[config.mk]
export PLATFORM = sky130hd
export DESIGN_NAME = escaped_length_prefix_codec_unit
export DESIGN_NICKNAME = d
export VERILOG_FILES = /design/src/rtl/elpc_pkg.sv /design/src/rtl/elpc_front.sv /design/src/rtl/elpc_cmd_fifo.sv /design/src/rtl/elpc_back.sv /design/src/rtl/escaped_length_prefix_codec_unit.sv
export SDC_FILE = /design/constraint.sdc
export NUM_CORES = 1
export LEC_CHECK = 0
export BUFFER_PORTS_ARGS = -buffer_cell sky130_fd_sc_hd__buf_2
export CAP_MARGIN = 20
export CORE_MARGIN = 4
export CORE_UTILIZATION = 63
export CTS_BUF_LIST = sky130_fd_sc_hd__clkbuf_4 sky130_fd_sc_hd__clkbuf_8
export DETAILED_ROUTE_END_ITERATION = 16
export PLACE_DENSITY = 0.83
export SYNTH_ARGS = -nofsm -noshare
export SYNTH_HDL_FRONTEND = slang
export SYNTH_HIERARCHICAL = 1
export SYNTH_SLANG_ARGS = --single-unit
[constraint.sdc]
create_clock -name clk -period 5.23 [get_ports clk]
set_input_delay 0 -clock clk [delete_from_list [all_inputs] [get_ports clk]]
set_output_delay 0 -clock clk [all_outputs]
set_load 0.005 [all_outputs]
[src/rtl/elpc_pkg.sv]
package elpc_pkg;

	localparam logic FUNC_ENCODE = 1'b0;
	localparam logic FUNC_DECODE = 1'b1;

	localparam logic KIND_BYTE = 1'b0;
	localparam logic KIND_SIZE = 1'b1;

	typedef struct packed {
		logic        func;
		logic [31:0] size_in;
		logic [7:0]  byte_in;
	} item_t;

	typedef struct packed {
		logic        kind;
		logic [7:0]  byte_out;
		logic [31:0] size_out;
		logic        last;
	} result_t;

	// One unit of work for the back end: an encoding to serialize, or a finished size.
	typedef struct packed {
		logic        kind;
		logic [1:0]  tier;
		logic [31:0] value;
	} cmd_t;

endpackage

[src/rtl/elpc_front.sv]
module elpc_front #(
	parameter int ESCAPE_BYTE = 255
) (
	input  logic              clk,
	input  logic              arst_n,
	input  logic              accept,
	input  elpc_pkg::item_t   item,
	output logic              cmd_wr,
	output elpc_pkg::cmd_t    cmd
);

	localparam logic [7:0]  EscByte = 8'(ESCAPE_BYTE);
	localparam logic [31:0] EscL1   = 32'(EscByte);
	localparam logic [31:0] EscL2   = 32'(EscL1 * 32'h0000_0101);
	localparam logic [31:0] EscL3   = 32'(EscL1 * 32'h0001_0101);
	localparam logic [31:0] EscL12  = 32'(EscL1 + EscL2);
	localparam logic [31:0] EscL123 = 32'(EscL12 + EscL3);

	logic [1:0]  tier_q, tier_d;
	logic [2:0]  left_q, left_d;
	logic [31:0] run_q, run_d;
	logic [31:0] field_q, field_d;

	logic        ge1, ge2, ge3;
	logic [1:0]  enc_tier;
	logic [31:0] enc_base;
	logic [31:0] field_next;
	logic [2:0]  left_next;
	logic [31:0] sum;
	logic        dec_done;
	logic [31:0] dec_size;

	// Encoder: the tier comes from three parallel compares against the cumulative levels.
	always_comb begin
		ge1 = item.size_in >= EscL1;
		ge2 = item.size_in >= EscL12;
		ge3 = item.size_in >= EscL123;
		if (ge3) begin
			enc_tier = 2'd3;
			enc_base = EscL123;
		end else if (ge2) begin
			enc_tier = 2'd2;
			enc_base = EscL12;
		end else if (ge1) begin
			enc_tier = 2'd1;
			enc_base = EscL1;
		end else begin
			enc_tier = 2'd0;
			enc_base = '0;
		end
	end

	always_comb begin
		tier_d     = tier_q;
		left_d     = left_q;
		run_d      = run_q;
		field_d    = field_q;
		dec_done   = 1'b0;
		dec_size   = '0;
		field_next = {field_q[23:0], item.byte_in};
		left_next  = left_q - 3'd1;
		sum        = run_q + field_next;
		if (accept && item.func == elpc_pkg::FUNC_DECODE) begin
			if (left_q == 3'd0) begin
				if (item.byte_in == EscByte) begin
					tier_d  = 2'd1;
					left_d  = 3'd2;
					run_d   = EscL1;
					field_d = '0;
				end else begin
					dec_done = 1'b1;
					dec_size = 32'(item.byte_in);
				end
			end else if (left_next != 3'd0) begin
				field_d = field_next;
				left_d  = left_next;
			end else if (tier_q == 2'd1 && sum == EscL12) begin
				tier_d  = 2'd2;
				left_d  = 3'd3;
				run_d   = sum;
				field_d = '0;
			end else if (tier_q == 2'd2 && sum == EscL123) begin
				tier_d  = 2'd3;
				left_d  = 3'd4;
				run_d   = sum;
				field_d = '0;
			end else begin
				dec_done = 1'b1;
				dec_size = sum;
			end
			if (dec_done) begin
				tier_d  = '0;
				left_d  = '0;
				run_d   = '0;
				field_d = '0;
			end
		end
	end

	always_ff @(posedge clk or negedge arst_n) begin
		if (!arst_n) begin
			tier_q  <= '0;
			left_q  <= '0;
			run_q   <= '0;
			field_q <= '0;
		end else begin
			tier_q  <= tier_d;
			left_q  <= left_d;
			run_q   <= run_d;
			field_q <= field_d;
		end
	end

	always_comb begin
		cmd_wr = accept && (item.func == elpc_pkg::FUNC_ENCODE || dec_done);
		if (item.func == elpc_pkg::FUNC_ENCODE) begin
			cmd.kind  = elpc_pkg::KIND_BYTE;
			cmd.tier  = enc_tier;
			cmd.value = item.size_in - enc_base;
		end else begin
			cmd.kind  = elpc_pkg::KIND_SIZE;
			cmd.tier  = 2'd0;
			cmd.value = dec_size;
		end
	end

endmodule

[src/rtl/elpc_cmd_fifo.sv]
module elpc_cmd_fifo #(
	parameter int DEPTH = 4
) (
	input  logic            clk,
	input  logic            arst_n,
	input  logic            wr,
	input  elpc_pkg::cmd_t  wr_data,
	output logic            full,
	input  logic            rd,
	output elpc_pkg::cmd_t  rd_data,
	output logic            valid
);

	localparam int AW = $clog2(DEPTH);
	localparam int CW = $clog2(DEPTH + 1);

	elpc_pkg::cmd_t mem_q [DEPTH];
	logic [AW-1:0]  wr_ptr_q, rd_ptr_q;
	logic [CW-1:0]  count_q;

	assign full    = count_q == CW'(DEPTH);
	assign valid   = count_q != '0;
	assign rd_data = mem_q[rd_ptr_q];

	always_ff @(posedge clk) begin
		if (wr) begin
			mem_q[wr_ptr_q] <= wr_data;
		end
	end

	always_ff @(posedge clk or negedge arst_n) begin
		if (!arst_n) begin
			wr_ptr_q <= '0;
			rd_ptr_q <= '0;
			count_q  <= '0;
		end else begin
			if (wr) begin
				wr_ptr_q <= (wr_ptr_q == AW'(DEPTH - 1)) ? '0 : wr_ptr_q + AW'(1);
			end
			if (rd) begin
				rd_ptr_q <= (rd_ptr_q == AW'(DEPTH - 1)) ? '0 : rd_ptr_q + AW'(1);
			end
			if (wr && !rd) begin
				count_q <= count_q + CW'(1);
			end else if (rd && !wr) begin
				count_q <= count_q - CW'(1);
			end
		end
	end

endmodule

[src/rtl/elpc_back.sv]
module elpc_back #(
	parameter int ESCAPE_BYTE = 255
) (
	input  logic              clk,
	input  logic              arst_n,
	input  logic              cmd_valid,
	input  elpc_pkg::cmd_t    cmd,
	output logic              cmd_pop,
	output elpc_pkg::result_t result,
	output logic              empty,
	input  logic              pop
);

	localparam logic [7:0] EscByte = 8'(ESCAPE_BYTE);

	logic [3:0]        idx_q;
	logic              ovalid_q;
	elpc_pkg::result_t out_q;

	logic              load;
	logic [3:0]        nbytes;
	logic [3:0]        nesc;
	logic [3:0]        pos;
	logic [7:0]        digit;
	logic              final_beat;
	elpc_pkg::result_t nxt;

	always_comb begin
		case (cmd.tier)
			2'd0: begin
				nbytes = 4'd1;
				nesc   = 4'd0;
			end
			2'd1: begin
				nbytes = 4'd3;
				nesc   = 4'd1;
			end
			2'd2: begin
				nbytes = 4'd6;
				nesc   = 4'd3;
			end
			default: begin
				nbytes = 4'd10;
				nesc   = 4'd6;
			end
		endcase
		pos = nbytes - 4'd1 - idx_q;
		case (pos[1:0])
			2'd0:    digit = cmd.value[7:0];
			2'd1:    digit = cmd.value[15:8];
			2'd2:    digit = cmd.value[23:16];
			default: digit = cmd.value[31:24];
		endcase
		final_beat = cmd.kind == elpc_pkg::KIND_SIZE || idx_q == nbytes - 4'd1;
		nxt.kind   = cmd.kind;
		nxt.last   = final_beat;
		if (cmd.kind == elpc_pkg::KIND_SIZE) begin
			nxt.byte_out = '0;
			nxt.size_out = cmd.value;
		end else begin
			nxt.byte_out = (idx_q < nesc) ? EscByte : digit;
			nxt.size_out = '0;
		end
	end

	// The output register takes a beat whenever it is empty or being drained.
	assign load    = !ovalid_q || pop;
	assign cmd_pop = load && cmd_valid && final_beat;
	assign empty   = !ovalid_q;
	assign result  = out_q;

	always_ff @(posedge clk) begin
		if (load && cmd_valid) begin
			out_q <= nxt;
		end
	end

	always_ff @(posedge clk or negedge arst_n) begin
		if (!arst_n) begin
			ovalid_q <= 1'b0;
			idx_q    <= '0;
		end else if (load) begin
			ovalid_q <= cmd_valid;
			if (cmd_valid) begin
				idx_q <= final_beat ? 4'd0 : idx_q + 4'd1;
			end
		end
	end

endmodule

[src/rtl/escaped_length_prefix_codec_unit.sv]
// Escaped length prefix codec.
// Input queue port: push an item while full is low. With func at encode, size_in
// becomes a big-endian prefix of 1, 3, 6 or 10 byte results (kind 0, last on the
// final one). With func at decode, byte_in is one byte of a prefix; the byte that
// completes a prefix yields one size result (kind 1, last set), other bytes yield
// nothing. Result queue port: the oldest result shows while empty is low and
// leaves on pop.
// Throughput: one item accepted per cycle while full is low and one result beat
// delivered per cycle while the receiver pops; an encoding holds the back end until
// all its bytes are out, so a steady stream of encodes is bound by the serializer.
// A result reaches the port through the command queue write at the accepting edge
// and then the output register load, which waits while the receiver stalls.
// When the receiver stalls, the output register holds its beat, the back end stops,
// and the command queue (CMD_DEPTH entries) absorbs items until full rises.
// Decode bytes that finish no prefix never need queue space but still wait on full.
// Reset clears the decoder state, the command queue and the output register.
module escaped_length_prefix_codec_unit #(
	parameter int ESCAPE_BYTE = 255,
	parameter int CMD_DEPTH   = 4
) (
	input  logic              clk,
	input  logic              arst_n,
	input  logic              push,
	output logic              full,
	input  elpc_pkg::item_t   item,
	output logic              empty,
	input  logic              pop,
	output elpc_pkg::result_t result
);

	logic           accept;
	logic           cmd_wr;
	elpc_pkg::cmd_t cmd_in;
	logic           cmd_valid;
	logic           cmd_pop;
	elpc_pkg::cmd_t cmd_head;

	assign accept = push && !full;

	elpc_front #(
		.ESCAPE_BYTE(ESCAPE_BYTE)
	) u_front (
		.clk    (clk),
		.arst_n (arst_n),
		.accept (accept),
		.item   (item),
		.cmd_wr (cmd_wr),
		.cmd    (cmd_in)
	);

	elpc_cmd_fifo #(
		.DEPTH(CMD_DEPTH)
	) u_fifo (
		.clk     (clk),
		.arst_n  (arst_n),
		.wr      (cmd_wr),
		.wr_data (cmd_in),
		.full    (full),
		.rd      (cmd_pop),
		.rd_data (cmd_head),
		.valid   (cmd_valid)
	);

	elpc_back #(
		.ESCAPE_BYTE(ESCAPE_BYTE)
	) u_back (
		.clk       (clk),
		.arst_n    (arst_n),
		.cmd_valid (cmd_valid),
		.cmd       (cmd_head),
		.cmd_pop   (cmd_pop),
		.result    (result),
		.empty     (empty),
		.pop       (pop)
	);

	a_reset_empty: assert property (@(posedge clk) !arst_n |=> empty)
		else $error("result queue not empty during reset");

	a_pop_has_cmd: assert property (@(posedge clk) disable iff (!arst_n)
		cmd_pop |-> cmd_valid)
		else $error("command taken from an empty queue");

	a_size_beat: assert property (@(posedge clk) disable iff (!arst_n)
		(!empty && result.kind == elpc_pkg::KIND_SIZE) |->
		(result.last && result.byte_out == 8'd0))
		else $error("size beat without last or with a byte");

	a_byte_beat: assert property (@(posedge clk) disable iff (!arst_n)
		(!empty && result.kind == elpc_pkg::KIND_BYTE) |-> result.size_out == 32'd0)
		else $error("byte beat carries a size");

endmodule
==> results by group <==
Critical path
  • CP Max Fanout: 9
  • Startpoint type of the worst setup path: register
  • Slowest cell on crit path: or4b_4
  • Setup crit end kind: register
  • Critical Path RT: 5650 ps
  • Critical path cell sequence: ha_1 > inv_1 > fa_1 > nor2b_4 > o2111ai_2 > a311oi_2 > o41ai_4 > xor2_1 > nand3_1 > or4b_4 > nor4_4 > o21ai_2 > a22o_1 > ha_1 > inv_1 > fa_1 > mux2_2
  • CP max stage delay: 530 ps
  • Worst path bufs/invs: 2
  • Crit path max-delay family: adder cells
  • Arrival time of the worst setup path: 5350 ps
  • CP Class: register to register
  • R2R Setup Slk: 300 ps

Synth
  • Top cells by area, synth: edfxtp_1, dfrtp_1, ha_1
  • Yosys reg bits: 255
  • Leading area contributor after synthesis: edfxtp_1
  • Ys flop type: edfxtp_1
  • Mapped Nets: 1244
  • Post-Syn Area per Cell: 12.23 µm²
  • Number of synthesis warnings: 6
  • Syn Std Cell Area: 13960 µm²
  • Number of synthesized flops with an enable pin: 182
  • Cell variety after synth: 88
  • Ys async rst share: 0.2863
  • Post-synth top area share: 0.3915
  • Syn Inst Count: 1141
  • Post-synthesis sequential area ratio: 0.5224

Clock tree
  • Setup Fix Bufs, Post-CTS: 0
  • Clk Latency, worst-skew pair: 560 ps
  • Sink Count: 255
  • Root Driver: clkbuf_8
  • H-tree Lvls: 2
  • CTS buffer count: 41
  • Worst-path clk slew: 70 ps
  • CTS tree: yes
  • Bufs on Longest Clock Path: 3

Drt
  • Post-route ant nets: 0
  • Post-route DRC: 0
  • Pre-antenna DRT Iters: 6
  • Drt initial violations: 1119
  • Final wirelength: 35300 µm
  • Drt wl/cell: 22.66 µm
  • Vias/cell: 6.609
  • Vias after detailed routing: 10300

STA
  • Final WS setup: 303.2 ps
  • Minimum clock period: 4927 ps
  • Setup violations, final: 0
  • Max-slew violations: 0
  • Post-route clock period utilization: 0.9420
  • RSZ-0062 raised after global routing: no
  • Fmax: 0.2030 GHz
  • Setup TNS: 0 ps
  • Hold Violations, Final: 0
  • Rel. slew slack: 0.3384
  • Clk_skew: 31.85 ps
  • Least-Margin Pin Slew: 989.2 ps

Floorplan
  • Num rows: 54
  • Die height: 156.9 µm
  • Total die area: 24600 µm²
  • # IOs: 89
  • Chip Width: 156.9 µm
  • Placeable Area: 21820 µm²
  • Initial Util: 0.6396

Pwr
  • Leakage power: 6.114 nW
  • Peak VDD IR: 0.3300 mV
  • Pwr/cell area: 545.5 nW/µm²

Global route
  • Vias in the first global route: 10100
  • Grt ovf: 0
  • Gr usage total: 0.2913
  • First-pass GRT wire length: 55610 µm
  • Antenna violations before repair: 1
  • Pin count of the biggest net entering global routing: 74

Place
  • Port Buffers: 88
  • Post-DP HPWL: 25580 µm
  • Pre-CTS setup slack: 242.3 ps
  • Placed cell count: 1473
  • Placer Congestion: 0.9539
  • Post-place instance area: 14590 µm²

Flow run
  • Max cap viols: 0

Layout
  • Final core occ: 0.7117
  • Diode count: 0
  • Fin area: 15530 µm²
  • Nets: 1351
  • Non-filler instance count after layout: 1558
  • Layout cells sized above 1: 0.1894
  • Layout area overhead: 11.28%

Min path
  • HP Class: input pin to register

Outcome
  • Status: finished clean
[kinds of logic after synthesis]
kind of cell / share of synthesized area
AO/OA/AOI/OAI: 0.1361
buffers and inverters: 0.03182
XOR/XNOR: 0.03621
adder cells (fa/ha/maj): 0.05360
flip-flops: 0.5224
AND/OR/NAND/NOR: 0.1397
multiplexers: 0.08023
[cell usage in the layout, fill, tap and decap left out, types with 29 or more instances in the layout]
cell        n
a21oi_1    52
a22o_1     29
and2_1     69
buf_2      87
clkbuf_8   41
dfrtp_1    72
edfxtp_1  182
ha_1       55
inv_1      32
nand2_1    85
nor2_1     49
o21ai_0    40
[layer usage]
layer / vias to the layer above / share of wire / global-route usage
met1: 4979 / 0.40 / 0.4054
met3: 110 / 0.10 / 0.06416
met5: - / 0.00020 / 0
met2: 598 / 0.46 / 0.4608
li1: 4608 / - / -
met4: 2 / 0.035 / 0.09793
[synth_stat cells (all sizes together) (6+ instances only)]
master and number:
nor2 49, and2 71, mux4 35, o21ai 53
dfrtp 73, nand4 21, nor2b 6, a21oi 53
mux2i 26, or2 9, o211ai 16, o22ai 21
buf 26, o31ai 7, nor4 12, edfxtp 182
a22o 29, xor2 27, ha 55, nand2 86
a211oi 11, or3 14, a31oi 13, xnor2 28
clkbuf 29, a21o 12, a32o 8, nor3 14
inv 32, nand2b 14, or4 8, nand3 19
[final timing paths]
path | startpoint | to | depth (start not counted)
worst max register to register | u_front/run_q[0] | u_fifo/count_q[1] | 17
max in group asynchronous | arst_n | u_fifo/rd_ptr_q[0] | 2
worst min register to register | u_fifo/count_q[2] | u_fifo/count_q[2] | 1
min in group asynchronous | arst_n | u_back/idx_q[2] | 2
worst min-delay path | item[28] | u_fifo/mem_q[0][20] | 3
worst max-delay path | u_front/run_q[0] | u_fifo/count_q[1] | 17
[flip-flops by register name, summed over array words and instances (netlist names)]
register / flops
u_back/idx_q: 4
u_back/ovalid_q: 1
u_back/result: 42
u_fifo/count_q: 3
u_fifo/mem_q: 140
u_fifo/rd_ptr_q: 2
u_fifo/wr_ptr_q: 2
u_front/field_q: 24
u_front/left_q: 3
u_front/run_q: 32
u_front/tier_q: 2
[what timing repair did]
| item | in CTS | in global routing |
|---|---|---|
| resized for setup | 0 | 4 |
| hold buffers | 12 | 0 |
| hold endpoints to repair | 91 | 0 |
| endpoints found under the setup margin | 0 | 1 |
[power breakdown]
| group | internal, mW | switching, mW |
|---|---|---|
| clock | 0.905 | 0.783 |
| sequential | 2.89 | 0.251 |
| combinational | 1.46 | 2.19 |
| total | 5.25 | 3.22 |
[final cells by class]
class                      count  area, µm²
multi-input combinational    799       6265
inverter                      32      120.1
timing repair buffer         119      705.7
clock buffer                  57      684.4
fill                        1509       6291
tap                          280      350.3
sequential                   255       7293
clock inverter                16      113.9
[through the flow]
| stage | power [mW] | hold slack (ps) |
|---|---|---|
| 5_1_grt | 8.987 | 45.12 |
| 3_5_place_dp | 6.752 | 199.4 |
| 3_3_place_gp | 6.597 | 193.6 |
| 6_report | 8.473 | 43.89 |
| 4_1_cts | 8.466 | 16.17 |
| 2_1_floorplan | 5.738 | -295.6 |
[worst register-to-register path, cell delays in order (launching register included)]
cell       delay, ps
dfrtp_1          360
ha_1             200
inv_1             80
fa_1             500
nor2b_4          180
o2111ai_2        170
a311oi_2         420
o41ai_4          170
xor2_1           340
nand3_1          140
or4b_4           530
nor4_4           290
o21ai_2           90
a22o_1           310
ha_1             260
inv_1             70
fa_1             400
mux2_2           270
(Power assumes the default switching activity.)
